<file path="src/hdl/vrt_pkg.sv">
package vrt_pkg;

    // Sentinel carried on the address and data buses for a power-law vertex.
    localparam int SENTINEL = -2;

    // Per-transaction queue request from the top level.
    typedef struct packed {
        logic push;
        logic pop;
    } t_q_ctl;

    // Queue occupancy, now and after the current requests are applied.
    typedef struct packed {
        logic empty;
        logic full;
        logic empty_next;
        logic full_next;
    } t_q_sts;

    // Per-cell load/shift controls.
    typedef struct packed {
        logic load;
        logic shift;
    } t_cell_ctl;

endpackage

</file>
<file path="src/hdl/vrt_upd_if.sv">
interface vrt_upd_if #(
    parameter int VERTEX_BITS = 20
);
    logic                          valid;
    logic                          ready;
    logic                          update_valid;
    logic                          update_is_push;
    logic [VERTEX_BITS-1:0]        update_vertex;
    logic [VERTEX_BITS-1:0]        update_value;
    logic                          update_pull_first;
    logic                          iteration_end_in;
    logic                          memory_valid;
    logic signed [VERTEX_BITS:0]   memory_data;
    logic [VERTEX_BITS-1:0]        iteration_number;

    modport source (
        output valid, update_valid, update_is_push, update_vertex, update_value,
               update_pull_first, iteration_end_in, memory_valid, memory_data,
               iteration_number,
        input  ready
    );

    modport sink (
        input  valid, update_valid, update_is_push, update_vertex, update_value,
               update_pull_first, iteration_end_in, memory_valid, memory_data,
               iteration_number,
        output ready
    );
endinterface

</file>
<file path="src/hdl/vrt_res_if.sv">
interface vrt_res_if #(
    parameter int VERTEX_BITS = 20
);
    logic                          valid;
    logic                          ready;
    logic signed [VERTEX_BITS:0]   read_address;
    logic                          read_valid;
    logic                          out_is_push;
    logic [VERTEX_BITS-1:0]        out_vertex;
    logic [VERTEX_BITS-1:0]        out_value;
    logic                          out_pull_first;
    logic                          out_valid;
    logic                          iteration_end_out;
    logic                          queue_full;

    modport source (
        output valid, read_address, read_valid, out_is_push, out_vertex, out_value,
               out_pull_first, out_valid, iteration_end_out, queue_full,
        input  ready
    );

    modport sink (
        input  valid, read_address, read_valid, out_is_push, out_vertex, out_value,
               out_pull_first, out_valid, iteration_end_out, queue_full,
        output ready
    );
endinterface

</file>
<file path="src/hdl/vrt_cell.sv">
module vrt_cell #(
    parameter int VERTEX_BITS = 20
) (
    input  logic                   i_clk,
    input  vrt_pkg::t_cell_ctl     i_ctl,
    input  logic [VERTEX_BITS-1:0] i_load_vertex,
    input  logic                   i_load_pf,
    input  logic [VERTEX_BITS-1:0] i_nb_vertex,
    input  logic                   i_nb_pf,
    output logic [VERTEX_BITS-1:0] o_vertex,
    output logic                   o_pf
);

    logic [VERTEX_BITS-1:0] r_vertex;
    logic                   r_pf;

    // Load a new entry, else take the neighbor's entry on a pop, else hold.
    always_ff @(posedge i_clk) begin
        if (i_ctl.load) begin
            r_vertex <= i_load_vertex;
            r_pf     <= i_load_pf;
        end else if (i_ctl.shift) begin
            r_vertex <= i_nb_vertex;
            r_pf     <= i_nb_pf;
        end
    end

    assign o_vertex = r_vertex;
    assign o_pf     = r_pf;

endmodule

</file>
<file path="src/hdl/vrt_queue.sv">
module vrt_queue #(
    parameter int DEPTH       = 16,
    parameter int VERTEX_BITS = 20
) (
    input  logic                   i_clk,
    input  logic                   i_rst_n,
    input  vrt_pkg::t_q_ctl        i_ctl,
    input  logic [VERTEX_BITS-1:0] i_vertex,
    input  logic                   i_pf,
    output logic [VERTEX_BITS-1:0] o_head_vertex,
    output logic                   o_head_pf,
    output vrt_pkg::t_q_sts        o_sts
);

    localparam int CW = $clog2(DEPTH + 1);

    logic [CW-1:0]          r_count;
    logic [CW-1:0]          n_count;
    logic [CW-1:0]          w_count_m1;
    logic [VERTEX_BITS-1:0] w_vertex [DEPTH];
    logic                   w_pf     [DEPTH];

    assign w_count_m1 = r_count - CW'(1);

    always_comb begin
        n_count = r_count;
        if (i_ctl.push && !i_ctl.pop) begin
            n_count = r_count + CW'(1);
        end else if (!i_ctl.push && i_ctl.pop) begin
            n_count = w_count_m1;
        end
    end

    always_ff @(posedge i_clk) begin
        if (!i_rst_n) begin
            r_count <= '0;
        end else begin
            r_count <= n_count;
        end
    end

    // Cell 0 is the head; a pop shifts every cell one place toward it.
    genvar gi;
    generate
        for (gi = 0; gi < DEPTH; gi++) begin : g_cell
            vrt_pkg::t_cell_ctl     w_ctl;
            logic [VERTEX_BITS-1:0] w_nb_vertex;
            logic                   w_nb_pf;

            // A push with a pop lands one place lower; into an empty queue
            // it goes straight out and is not stored.
            always_comb begin
                w_ctl.shift = i_ctl.pop;
                if (i_ctl.pop) begin
                    w_ctl.load = i_ctl.push && (r_count != '0) && (w_count_m1 == CW'(gi));
                end else begin
                    w_ctl.load = i_ctl.push && (r_count == CW'(gi));
                end
            end

            if (gi == DEPTH - 1) begin : g_last
                assign w_nb_vertex = w_vertex[gi];
                assign w_nb_pf     = w_pf[gi];
            end else begin : g_mid
                assign w_nb_vertex = w_vertex[gi+1];
                assign w_nb_pf     = w_pf[gi+1];
            end

            vrt_cell #(
                .VERTEX_BITS (VERTEX_BITS)
            ) u_cell (
                .i_clk         (i_clk),
                .i_ctl         (w_ctl),
                .i_load_vertex (i_vertex),
                .i_load_pf     (i_pf),
                .i_nb_vertex   (w_nb_vertex),
                .i_nb_pf       (w_nb_pf),
                .o_vertex      (w_vertex[gi]),
                .o_pf          (w_pf[gi])
            );
        end
    endgenerate

    assign o_head_vertex    = w_vertex[0];
    assign o_head_pf        = w_pf[0];
    assign o_sts.empty      = (r_count == '0);
    assign o_sts.full       = (r_count == CW'(DEPTH));
    assign o_sts.empty_next = (n_count == '0);
    assign o_sts.full_next  = (n_count == CW'(DEPTH));

endmodule

</file>
<file path="src/hdl/vertex_read_tracker.sv">
// Vertex read tracker: source-side stage of a vertex-update pipeline.
// i_upd (sink) carries one transaction per cycle while ready is high: an
// optional vertex update, an optional vertex-memory response and the
// iteration-end marker. o_res (source) returns exactly one result
// transaction for each one accepted: the memory read to issue, the update
// to emit, the forwarded iteration end and the queue-full flag.
// A pull update, unless the queue is full, issues a read (at -2 for a
// power-law vertex, id == value) and parks its id and pull-first flag in
// a queue of QUEUE_DEPTH cells; a memory response pops the head cell, which
// may be the entry pushed in the same transaction. The queue is a row of
// cells that shifts toward the head on every pop, so the head is always
// read from the first cell. The result is registered and reaches o_res in
// the cycle after acceptance. Throughput: one transaction per cycle unless
// o_res stalls; the logic is bounded by the cell write-position compare.
// Reset (synchronous, active low) empties the queue, drops any pending
// result and clears the was-empty flag, so an iteration end in the first
// transaction after reset is not forwarded. Queue cell contents are not reset.
// When the receiver stalls, the result register holds and i_upd.ready drops
// until the result is taken; it rises again in the cycle the result leaves.
module vertex_read_tracker #(
    parameter int QUEUE_DEPTH = 16,
    parameter int VERTEX_BITS = 20
) (
    input  logic      i_clk,
    input  logic      i_rst_n,
    vrt_upd_if.sink   i_upd,
    vrt_res_if.source o_res
);

    localparam int AW = VERTEX_BITS + 1;
    localparam logic signed [AW-1:0] SENT = AW'(vrt_pkg::SENTINEL);

    vrt_pkg::t_q_ctl        w_ctl;
    vrt_pkg::t_q_sts        w_sts;
    logic [VERTEX_BITS-1:0] w_head_vertex;
    logic                   w_head_pf;
    logic                   w_acc;

    // Result register and its next value.
    logic                   r_out_vld;
    logic signed [AW-1:0]   r_rd_addr,  n_rd_addr;
    logic                   r_rd_vld,   n_rd_vld;
    logic                   r_is_push,  n_is_push;
    logic [VERTEX_BITS-1:0] r_vertex,   n_vertex;
    logic [VERTEX_BITS-1:0] r_value,    n_value;
    logic                   r_pf,       n_pf;
    logic                   r_upd_vld,  n_upd_vld;
    logic                   r_iend,     n_iend;
    logic                   r_full,     n_full;
    logic                   r_was_empty;

    // Accept whenever the result register is free or being drained.
    assign i_upd.ready = !r_out_vld || o_res.ready;
    assign w_acc       = i_upd.valid && i_upd.ready;

    // Push a pull update unless the queue is full; pop on any response that
    // has an entry to match (an existing one or the one pushed now).
    assign w_ctl.push = w_acc && i_upd.update_valid && !i_upd.update_is_push && !w_sts.full;
    assign w_ctl.pop  = w_acc && i_upd.memory_valid && (!w_sts.empty || w_ctl.push);

    vrt_queue #(
        .DEPTH       (QUEUE_DEPTH),
        .VERTEX_BITS (VERTEX_BITS)
    ) u_queue (
        .i_clk         (i_clk),
        .i_rst_n       (i_rst_n),
        .i_ctl         (w_ctl),
        .i_vertex      (i_upd.update_vertex),
        .i_pf          (i_upd.update_pull_first),
        .o_head_vertex (w_head_vertex),
        .o_head_pf     (w_head_pf),
        .o_sts         (w_sts)
    );

    always_comb begin
        // Read request.
        n_rd_vld  = w_ctl.push;
        n_rd_addr = '0;
        if (w_ctl.push) begin
            if (i_upd.update_vertex == i_upd.update_value) begin
                n_rd_addr = SENT;
            end else begin
                n_rd_addr = {1'b0, i_upd.update_value};
            end
        end

        // Emitted update: a response wins and drops any push update.
        n_is_push = 1'b0;
        n_vertex  = '0;
        n_value   = '0;
        n_pf      = 1'b0;
        n_upd_vld = 1'b0;
        if (i_upd.memory_valid) begin
            n_upd_vld = 1'b1;
            if (i_upd.memory_data == SENT) begin
                n_value = i_upd.iteration_number;
            end else begin
                n_value = i_upd.memory_data[VERTEX_BITS-1:0];
            end
            if (w_ctl.pop) begin
                // Empty queue: the entry pushed now is the head.
                if (w_sts.empty) begin
                    n_vertex = i_upd.update_vertex;
                    n_pf     = i_upd.update_pull_first;
                end else begin
                    n_vertex = w_head_vertex;
                    n_pf     = w_head_pf;
                end
            end
        end else if (i_upd.update_valid && i_upd.update_is_push) begin
            n_is_push = 1'b1;
            n_vertex  = i_upd.update_vertex;
            n_value   = i_upd.update_value;
            n_upd_vld = 1'b1;
        end

        n_iend = i_upd.iteration_end_in && r_was_empty;
        n_full = w_sts.full_next;
    end

    always_ff @(posedge i_clk) begin
        if (!i_rst_n) begin
            r_out_vld   <= 1'b0;
            r_was_empty <= 1'b0;
        end else begin
            if (w_acc) begin
                r_out_vld   <= 1'b1;
                r_was_empty <= w_sts.empty_next;
            end else if (o_res.ready) begin
                r_out_vld   <= 1'b0;
            end
        end
    end

    always_ff @(posedge i_clk) begin
        if (w_acc) begin
            r_rd_addr <= n_rd_addr;
            r_rd_vld  <= n_rd_vld;
            r_is_push <= n_is_push;
            r_vertex  <= n_vertex;
            r_value   <= n_value;
            r_pf      <= n_pf;
            r_upd_vld <= n_upd_vld;
            r_iend    <= n_iend;
            r_full    <= n_full;
        end
    end

    assign o_res.valid             = r_out_vld;
    assign o_res.read_address      = r_rd_addr;
    assign o_res.read_valid        = r_rd_vld;
    assign o_res.out_is_push       = r_is_push;
    assign o_res.out_vertex        = r_vertex;
    assign o_res.out_value         = r_value;
    assign o_res.out_pull_first    = r_pf;
    assign o_res.out_valid         = r_upd_vld;
    assign o_res.iteration_end_out = r_iend;
    assign o_res.queue_full        = r_full;

    // A full queue never takes another entry.
    a_no_push_full: assert property (@(posedge i_clk) disable iff (!i_rst_n)
        w_sts.full |-> !w_ctl.push)
        else $error("push into full queue");

    // A pop from an empty queue must be matched by a push in the same cycle.
    a_pop_empty: assert property (@(posedge i_clk) disable iff (!i_rst_n)
        (w_ctl.pop && w_sts.empty) |-> w_ctl.push)
        else $error("pop from empty queue without a push");

    // Every accepted transaction shows a result in the next cycle.
    a_result: assert property (@(posedge i_clk) disable iff (!i_rst_n)
        w_acc |=> r_out_vld)
        else $error("accepted transaction produced no result");

    // A read is reported only together with a pull push into the queue.
    a_read_push: assert property (@(posedge i_clk) disable iff (!i_rst_n)
        w_acc |=> (r_rd_vld == $past(w_ctl.push)))
        else $error("read_valid does not match the queue push");

endmodule
</file>
<file path="src/flat_wrapper.sv">
// flat-port wrapper written by rule: the top's interface ports become plain ports
module vertex_read_tracker_flat 
#(
    parameter int QUEUE_DEPTH = 16,
    parameter int VERTEX_BITS = 20
)
  (i_clk, i_rst_n, i_upd_valid, i_upd_update_valid, i_upd_update_is_push, i_upd_update_vertex, i_upd_update_value, i_upd_update_pull_first, i_upd_iteration_end_in, i_upd_memory_valid, i_upd_memory_data, i_upd_iteration_number, i_upd_ready, o_res_valid, o_res_read_address, o_res_read_valid, o_res_out_is_push, o_res_out_vertex, o_res_out_value, o_res_out_pull_first, o_res_out_valid, o_res_iteration_end_out, o_res_queue_full, o_res_ready);
  vrt_upd_if #(.VERTEX_BITS(VERTEX_BITS)) i_upd_i ();
  vrt_res_if #(.VERTEX_BITS(VERTEX_BITS)) o_res_i ();
  input  logic i_clk;
  input  logic i_rst_n;
  input wire logic [$bits(i_upd_i.valid)-1:0] i_upd_valid;
  input wire logic [$bits(i_upd_i.update_valid)-1:0] i_upd_update_valid;
  input wire logic [$bits(i_upd_i.update_is_push)-1:0] i_upd_update_is_push;
  input wire logic [$bits(i_upd_i.update_vertex)-1:0] i_upd_update_vertex;
  input wire logic [$bits(i_upd_i.update_value)-1:0] i_upd_update_value;
  input wire logic [$bits(i_upd_i.update_pull_first)-1:0] i_upd_update_pull_first;
  input wire logic [$bits(i_upd_i.iteration_end_in)-1:0] i_upd_iteration_end_in;
  input wire logic [$bits(i_upd_i.memory_valid)-1:0] i_upd_memory_valid;
  input wire logic [$bits(i_upd_i.memory_data)-1:0] i_upd_memory_data;
  input wire logic [$bits(i_upd_i.iteration_number)-1:0] i_upd_iteration_number;
  output wire logic [$bits(i_upd_i.ready)-1:0] i_upd_ready;
  output wire logic [$bits(o_res_i.valid)-1:0] o_res_valid;
  output wire logic [$bits(o_res_i.read_address)-1:0] o_res_read_address;
  output wire logic [$bits(o_res_i.read_valid)-1:0] o_res_read_valid;
  output wire logic [$bits(o_res_i.out_is_push)-1:0] o_res_out_is_push;
  output wire logic [$bits(o_res_i.out_vertex)-1:0] o_res_out_vertex;
  output wire logic [$bits(o_res_i.out_value)-1:0] o_res_out_value;
  output wire logic [$bits(o_res_i.out_pull_first)-1:0] o_res_out_pull_first;
  output wire logic [$bits(o_res_i.out_valid)-1:0] o_res_out_valid;
  output wire logic [$bits(o_res_i.iteration_end_out)-1:0] o_res_iteration_end_out;
  output wire logic [$bits(o_res_i.queue_full)-1:0] o_res_queue_full;
  input wire logic [$bits(o_res_i.ready)-1:0] o_res_ready;
  assign i_upd_i.valid = i_upd_valid;
  assign i_upd_i.update_valid = i_upd_update_valid;
  assign i_upd_i.update_is_push = i_upd_update_is_push;
  assign i_upd_i.update_vertex = i_upd_update_vertex;
  assign i_upd_i.update_value = i_upd_update_value;
  assign i_upd_i.update_pull_first = i_upd_update_pull_first;
  assign i_upd_i.iteration_end_in = i_upd_iteration_end_in;
  assign i_upd_i.memory_valid = i_upd_memory_valid;
  assign i_upd_i.memory_data = i_upd_memory_data;
  assign i_upd_i.iteration_number = i_upd_iteration_number;
  assign i_upd_ready = i_upd_i.ready;
  assign o_res_valid = o_res_i.valid;
  assign o_res_read_address = o_res_i.read_address;
  assign o_res_read_valid = o_res_i.read_valid;
  assign o_res_out_is_push = o_res_i.out_is_push;
  assign o_res_out_vertex = o_res_i.out_vertex;
  assign o_res_out_value = o_res_i.out_value;
  assign o_res_out_pull_first = o_res_i.out_pull_first;
  assign o_res_out_valid = o_res_i.out_valid;
  assign o_res_iteration_end_out = o_res_i.iteration_end_out;
  assign o_res_queue_full = o_res_i.queue_full;
  assign o_res_i.ready = o_res_ready;
  vertex_read_tracker #(.QUEUE_DEPTH(QUEUE_DEPTH), .VERTEX_BITS(VERTEX_BITS)) u_core (.i_clk(i_clk), .i_rst_n(i_rst_n), .i_upd(i_upd_i), .o_res(o_res_i));
endmodule
</file>
<file path="config.mk">
export PLATFORM = sky130hd
export DESIGN_NAME = vertex_read_tracker_flat
export DESIGN_NICKNAME = d
export VERILOG_FILES = /design/src/hdl/vrt_pkg.sv /design/src/hdl/vrt_upd_if.sv /design/src/hdl/vrt_res_if.sv /design/src/hdl/vrt_cell.sv /design/src/hdl/vrt_queue.sv /design/src/hdl/vertex_read_tracker.sv /design/src/flat_wrapper.sv
export SDC_FILE = /design/constraint.sdc
export NUM_CORES = 1
export LEC_CHECK = 0
export ABC_AREA = 1
export ABC_CLOCK_PERIOD_IN_PS = 5900
export BUFFER_PORTS_ARGS = -buffer_cell sky130_fd_sc_hd__buf_2
export CORE_MARGIN = 2
export CORE_UTILIZATION = 45
export CTS_CLUSTER_DIAMETER = 100
export DETAILED_ROUTE_END_ITERATION = 12
export SYNTH_ARGS = -nofsm -noshare
export SYNTH_HDL_FRONTEND = slang
export SYNTH_SLANG_ARGS = --single-unit
</file>
<file path="constraint.sdc">
create_clock -name i_clk -period 5.9 [get_ports i_clk]
set_input_delay 0.885 -clock i_clk [delete_from_list [all_inputs] [get_ports i_clk]]
set_output_delay 0.885 -clock i_clk [all_outputs]
set_load 0.005 [all_outputs]
</file>
# Yosys cells after proc, flatten, opt, wreduce, memory -nomap -nowiden
# Index checks and enable logic that the tools add are counted.
[word_totals] reg_bits=410 inputBits=90
[op_classes] n_addsub=2 n_reduce_logical=73 muxes=90 eq_ne=34 bitwise_logic=1
[ops] cell="two-way mux 20 bit" n=37
[ops] cell="equality test 5 x 4 -> 1 bit, second input constant" n=16
[ops] cell="two-way mux 1 bit" n=50
[ops] cell="logical AND 1 bit" n=43
[ops] cell="equality test 5 x 3 -> 1 bit, second input constant" n=8
[ops] cell="nonzero test 2 bit" n=16
[ops] cell="equality test 21 x 2 -> 1 bit, second input constant" n=1
[ops] cell="two-way mux 21 bit" n=1
[ops] cell="equality test 20 bit" n=1
[ops] cell="equality test 5 x 2 -> 1 bit, second input constant" n=4
[ops] cell="logical NOT 5 bit" n=3
[ops] cell="equality test 5 x 1 -> 1 bit, second input constant" n=2
[ops] cell="equality test 5 bit, second input constant" n=2
[ops] cell="two-way mux 5 bit" n=2
[ops] cell="logical NOT 1 bit" n=6
[ops] cell="adder 5 x 1 -> 5 bit, second input constant" n=1
[ops] cell="nonzero test 5 bit" n=1
[ops] cell="subtractor 5 x 1 -> 5 bit, second input constant" n=1
[ops] cell="logical OR 1 bit" n=2
[ops] cell="AND reduction 2 bit" n=1
[ops] cell="OR reduction 2 bit" n=1
[ops] cell="NOT 1 bit" n=1

# Longest topological paths before layout
[depth] ltp_word=12 mapped_depth=15

# Hierarchy
# Synthesis repeated with hierarchy kept, for this count alone.
[hier_totals] cells_unflattened=1987 area_unflattened_um2=18924.4
[modules_own_cells] mod="vrt_cell" n_inst=16 area_per_inst_um2=914.6 cells_each=90 seq_area_each_um2=630.6
[modules_own_cells] mod="vertex_read_tracker" n_inst=1 area_per_inst_um2=3498.4 cells_each=404 seq_area_each_um2=2052.0
[modules_own_cells] mod="vrt_queue" n_inst=1 area_per_inst_um2=792.0 cells_each=143 seq_area_each_um2=100.1

# Worst setup path after synthesis
# Ideal clock, no wire load.
[synth_timing] path_kind="input to register" startpoint="in o_res_ready" endpoint="reg u_core.u_queue.g_cell[14].u_cell.r_pf (data pin)" t_arrival_ns=3.739 path_stages=10 setup_slack_ns=1.891 cell_sequence="inv_1 -> nand2_4 -> nand2_4 -> nor2_4 -> nand2_4 -> o31ai_1 -> o21a_1 -> buf_2 -> buf_2 -> a21oi_1"
[synth_between] elab_chain_cells=9 elab_cells_between_ends=13
[synth_lines] item="from (decl)" line="flat_wrapper.sv:33" rtl="input wire logic [$bits(o_res_i.ready)-1:0] o_res_ready;"
[synth_lines] item="logical OR 1 bit (*)" line="vertex_read_tracker.sv:53" rtl="assign i_upd.ready = !r_out_vld || o_res.ready;"
[synth_lines] item="net i_upd_ready" line="flat_wrapper.sv:22" rtl="output wire logic [$bits(i_upd_i.ready)-1:0] i_upd_ready;"
[synth_lines] item="logical AND 1 bit (*)" line="vertex_read_tracker.sv:54" rtl="assign w_acc = i_upd.valid && i_upd.ready;"
[synth_lines] item="logical AND 1 bit (3 in series)" line="vertex_read_tracker.sv:58" rtl="assign w_ctl.push = w_acc && i_upd.update_valid && !i_upd.update_is_push && !w_sts.full;"
[synth_lines] item="logical AND 1 bit or logical OR 1 bit (tied branches)" line="vrt_queue.sv:55, vertex_read_tracker.sv:59"
[synth_lines] item="logical AND 1 bit, on equally long branches" line="vrt_queue.sv:55, vertex_read_tracker.sv:59"
[synth_lines] item="two-way mux 1 bit (*)" line="vrt_queue.sv:54" rtl="if (i_ctl.pop) begin"
[synth_lines] item="two-way mux 1 bit (*)" line="vrt_cell.sv:19" rtl="if (i_ctl.load) begin"
[synth_lines] item="to (signal assigned)" line="vrt_cell.sv:21" rtl="r_pf <= i_load_pf;"
[synth_lines] item="to (signal assigned)" line="vrt_cell.sv:24" rtl="r_pf <= i_nb_pf;"
[synth_lines] item="to (decl)" line="vrt_cell.sv:15" rtl="logic r_pf;"
# Mark *: on every way through the listed nets, which the timed path passes. The rest lies on a longest branch.
# A chain may end at the register's enable or synchronous reset.

# Final worst setup path
[layout_timing] startpoint="reg u_core.u_queue.r_count[0]" endpoint="reg u_core.u_queue.g_cell[9].u_cell.r_vertex[3] (data pin)"
[layout_between] elab_chain_cells=7 elab_cells_between_ends=16
[layout_lines] item="from (decl)" line="vrt_queue.sv:17" rtl="logic [CW-1:0] r_count;"
[layout_lines] item="from (signal assigned)" line="vrt_queue.sv:38" rtl="r_count <= n_count;"
[layout_lines] item="branches (longest 5 deep; another with subtractor 5 x 1 -> 5 bit)"
[layout_lines] item="two-way mux 1 bit (*)" line="vrt_queue.sv:54"
[layout_lines] item="two-way mux 20 bit (*)" line="vrt_cell.sv:19"
[layout_lines] item="to (signal assigned)" line="vrt_cell.sv:20" rtl="r_vertex <= i_load_vertex;"
[layout_lines] item="to (signal assigned)" line="vrt_cell.sv:23" rtl="r_vertex <= i_nb_vertex;"
[layout_lines] item="to (decl)" line="vrt_cell.sv:14" rtl="logic [VERTEX_BITS-1:0] r_vertex;"
# Mark *: on every way between the ends.

==> summary.txt <==
Outcome
  • Outcome: finished, final reports clean

Die
  • Die ar.: between 40,000 and 50,000 sq um
  • Initial Util: 0.456
  • Die boundary width: 202 microns
  • Die height: slightly above 200 microns
  • I/O pins: around 160
  • Site Rows: 72
  • Core area: 38,600 sq um

Timing
  • Fmax: between 0.2 and 0.25 GHz
  • PnR worst setup slack: 1.75 ns
  • Post-route setup TNS: 0 ns
  • RSZ-0062 raised after global routing: no
  • Final hold violation count: 0
  • Setup Skew: 0.0187 ns
  • Period utilization: 0.703
  • Max-slew violations: 0
  • Final setup vio count: 0
  • Worst slew margin: 0.162
  • Final period demand of the worst path: 4.15 ns
  • Min Hold Slack: 0.481 ns
  • Worst-Margin Slew: 1.26 ns

Cells and area
  • Commonest non-fill, non-tap cell in the layout: edfxtp_1
  • Layout cells sized above 1: 0.166
  • Final std cells w/o fill: 2,209
  • Final net count: 1,754
  • Syn-to-layout area delta: 14.1%
  • Most frequent cells in the layout: edfxtp_1, nand2_1, nor2_1
  • Design area: 20,100 sq um

Global routing
  • Largest net degree at the start of global routing: ~70
  • First-pass GRT wire length: 66,000 microns
  • Vias in the first global route: about 11,000
  • Gr usage total: 0.212
  • Initial antenna violation count: 2
  • Total grt overflow: 0

Worst setup path
  • Crit path top cell by count: nand2_1
  • Worst setup SP type: register
  • Worst Path Arrival: 4.51 ns
  • R2R cell count: 11
  • Req. time, crit path: 6.26 ns
  • CP Capture Type: register
  • Worst-path cell chain: inv_1 > ha_1 > inv_1 > nor2_2 > nand2_4 > o21ai_4 > buf_4 > nand2_1 > nand2_1 > nand2_1 > o21ai_1
  • Slowest CP cell: nand2_1
  • Critical Path Max Stage Delay: ~1.1 ns
  • CP Max Fanout: 42
  • Kind of critical path: register to register

Drt
  • Routed wire length: about 43,000 microns
  • DRT iter0 DRCs: 1,015
  • # DRC: 0
  • ANT nets after route: 0
  • Drt pass-1 iters: 5
  • DR WL/cell: 19.4 microns
  • Vias per inst: 5.37
  • Vias: around 12,000

Clock network
  • H-tree lvl count: 2
  • Total CTS buffers: 43
  • CTS tree: yes
  • Buffer count from post-CTS setup fixing: 0
  • CTS resizes: 0
  • Post-CTS Hold Buffers: 0
  • Worst-path clk slew: 0.06 ns
  • Clock buffer depth: 3
  • Clock Latency Late Sink: ~0.55 ns
  • Clk sink count: 410
  • Root buf cell: clkbuf_16

Place
  • Pre-CTS setup slack: 1.37 ns
  • PortBufs: 158
  • Placed insts: 2,130
  • Placed cell areas: ~19,000 sq um
  • Routability cong.: between 0.9 and 1
  • Detailed placement HPWL: between 20,000 and 30,000 microns

Job
  • Max_cap viols: 0

Yosys
  • EDFF count, synth: about 400
  • Most used DFF post-synth: edfxtp_1
  • Top cell type by total area after synthesis: edfxtp_1
  • Seq cells post-synth: 410
  • Top-area cell type share of the netlist area: 0.687
  • Syn Std Cell Area: 17,600 sq um
  • Seq/Total Area, Yosys: 0.695
  • Synthesized area per cell: 11.5 sq um
  • Fraction of registers with async set or reset after synthesis: 0
  • Area contributors post-synth: edfxtp_1, nand2_1, a21oi_1
  • Count of cell types in the netlist: 41
  • Yosys warns: 0
  • Syn Inst Count: 1,536
  • Syn Nets: 1,633

Hold path
  • Hold Path Cell Cnt: 2
  • Hold WC Path Type: register to register

Pwr
  • Peak supply drop: approximately 300 uV
  • Pwr dens: 348 nW/um^2
  • Leak: about 7.6 nW
logic make-up (layout without fill, tap and decap cells):
| group | Yosys count | in the layout | synth area share |
|---|---|---|---|
| buffers and inverters | 175 | 329 | 0.0467 |
| adders and majority gates | 7 | 7 | 0.00497 |
| xor gates and xnor gates | 7 | 7 | 0.00348 |
| DFF | 410 | 410 | 0.695 |
| AOI/OAI and AO/OA | 426 | 426 | 0.129 |
| and+or+nand+nor | 511 | 511 | 0.121 |
| other | 0 | 1 | 0 |
synth_stat cells, drive strengths merged (2+ instances only):
cell type	number
a21oi	153
o21a	2
xor2	6
o211ai	18
o21ai	242
nand4	15
nand2	272
a21boi	4
edfxtp	403
inv	71
buf	65
nor2	179
nand3	39
a31oi	2
nor3	3
o31ai	2
ha	7
clkbuf	38
dfxtp	7
o22ai	2
critical path, delay by kind of cell, from the launching register on:
kind	cells	cell delay [ns]
buffers and inverters	3	0.55
AO/OA/AOI/OAI	2	0.53
AND/OR/NAND/NOR	5	2.25
flip-flops	1	0.37
adder cells (fa/ha/maj)	1	0.25
cell type report:
type                       count  area [sq um]
antenna                        1          2.50
clock buffer                  59          1190
clock inverter                19           190
fill                        3412         18500
inverter                      72           273
multi-input combinational    951          4610
sequential                   410         12200
tap                          518           648
timing repair buffer         179           948
registers in the layout (all words and copies together) (netlist names), 5 cells and up:
name and count:
u_core.u_queue.r_count 5, u_core.o_res.out_value 20, u_core.u_queue.g_cell.u_cell.o_pf 16, u_core.u_queue.g_cell.u_cell.o_vertex 320, u_core.o_res.read_address 21, u_core.o_res.out_vertex 20
layer usage:
metal / track usage / part of all wire
met5: 0 / 0
met4: 0.0641 / 0.022
met3: 0.0395 / 0.062
met2: 0.332 / 0.47
met1: 0.304 / 0.45
power breakdown:
part	total, mW	leakage, nW	internal [mW]	switching (mW)
Sequential	3.54	3.79	3.49	0.0551
Clock	2.65	0.672	1.55	1.10
Combinational	0.811	3.13	0.227	0.584
Total	7.01	7.59	5.26	1.74
stage by stage:
| stage | util | power, mW |
|---|---|---|
| after floorplan | - | 4.16 |
| after global placement | 0.484 | 4.40 |
| after detailed placement | 0.484 | 4.42 |
| after CTS | 0.520 | 7.05 |
| after global routing | 0.520 | 7.29 |
| final | 0.520 | 7.01 |
path summary, 6_finish.rpt:
check                             from  slack (ns)                                     endpoint
min                 u_core.r_was_empty        0.48                           u_core.r_was_empty
max reg2reg  u_core.u_queue.r_count[0]        1.75  u_core.u_queue.g_cell[9].u_cell.o_vertex[3]
min reg2reg         u_core.r_was_empty        0.48                           u_core.r_was_empty
max          u_core.u_queue.r_count[0]        1.75  u_core.u_queue.g_cell[9].u_cell.o_vertex[3]
(Power assumes the default switching activity.)
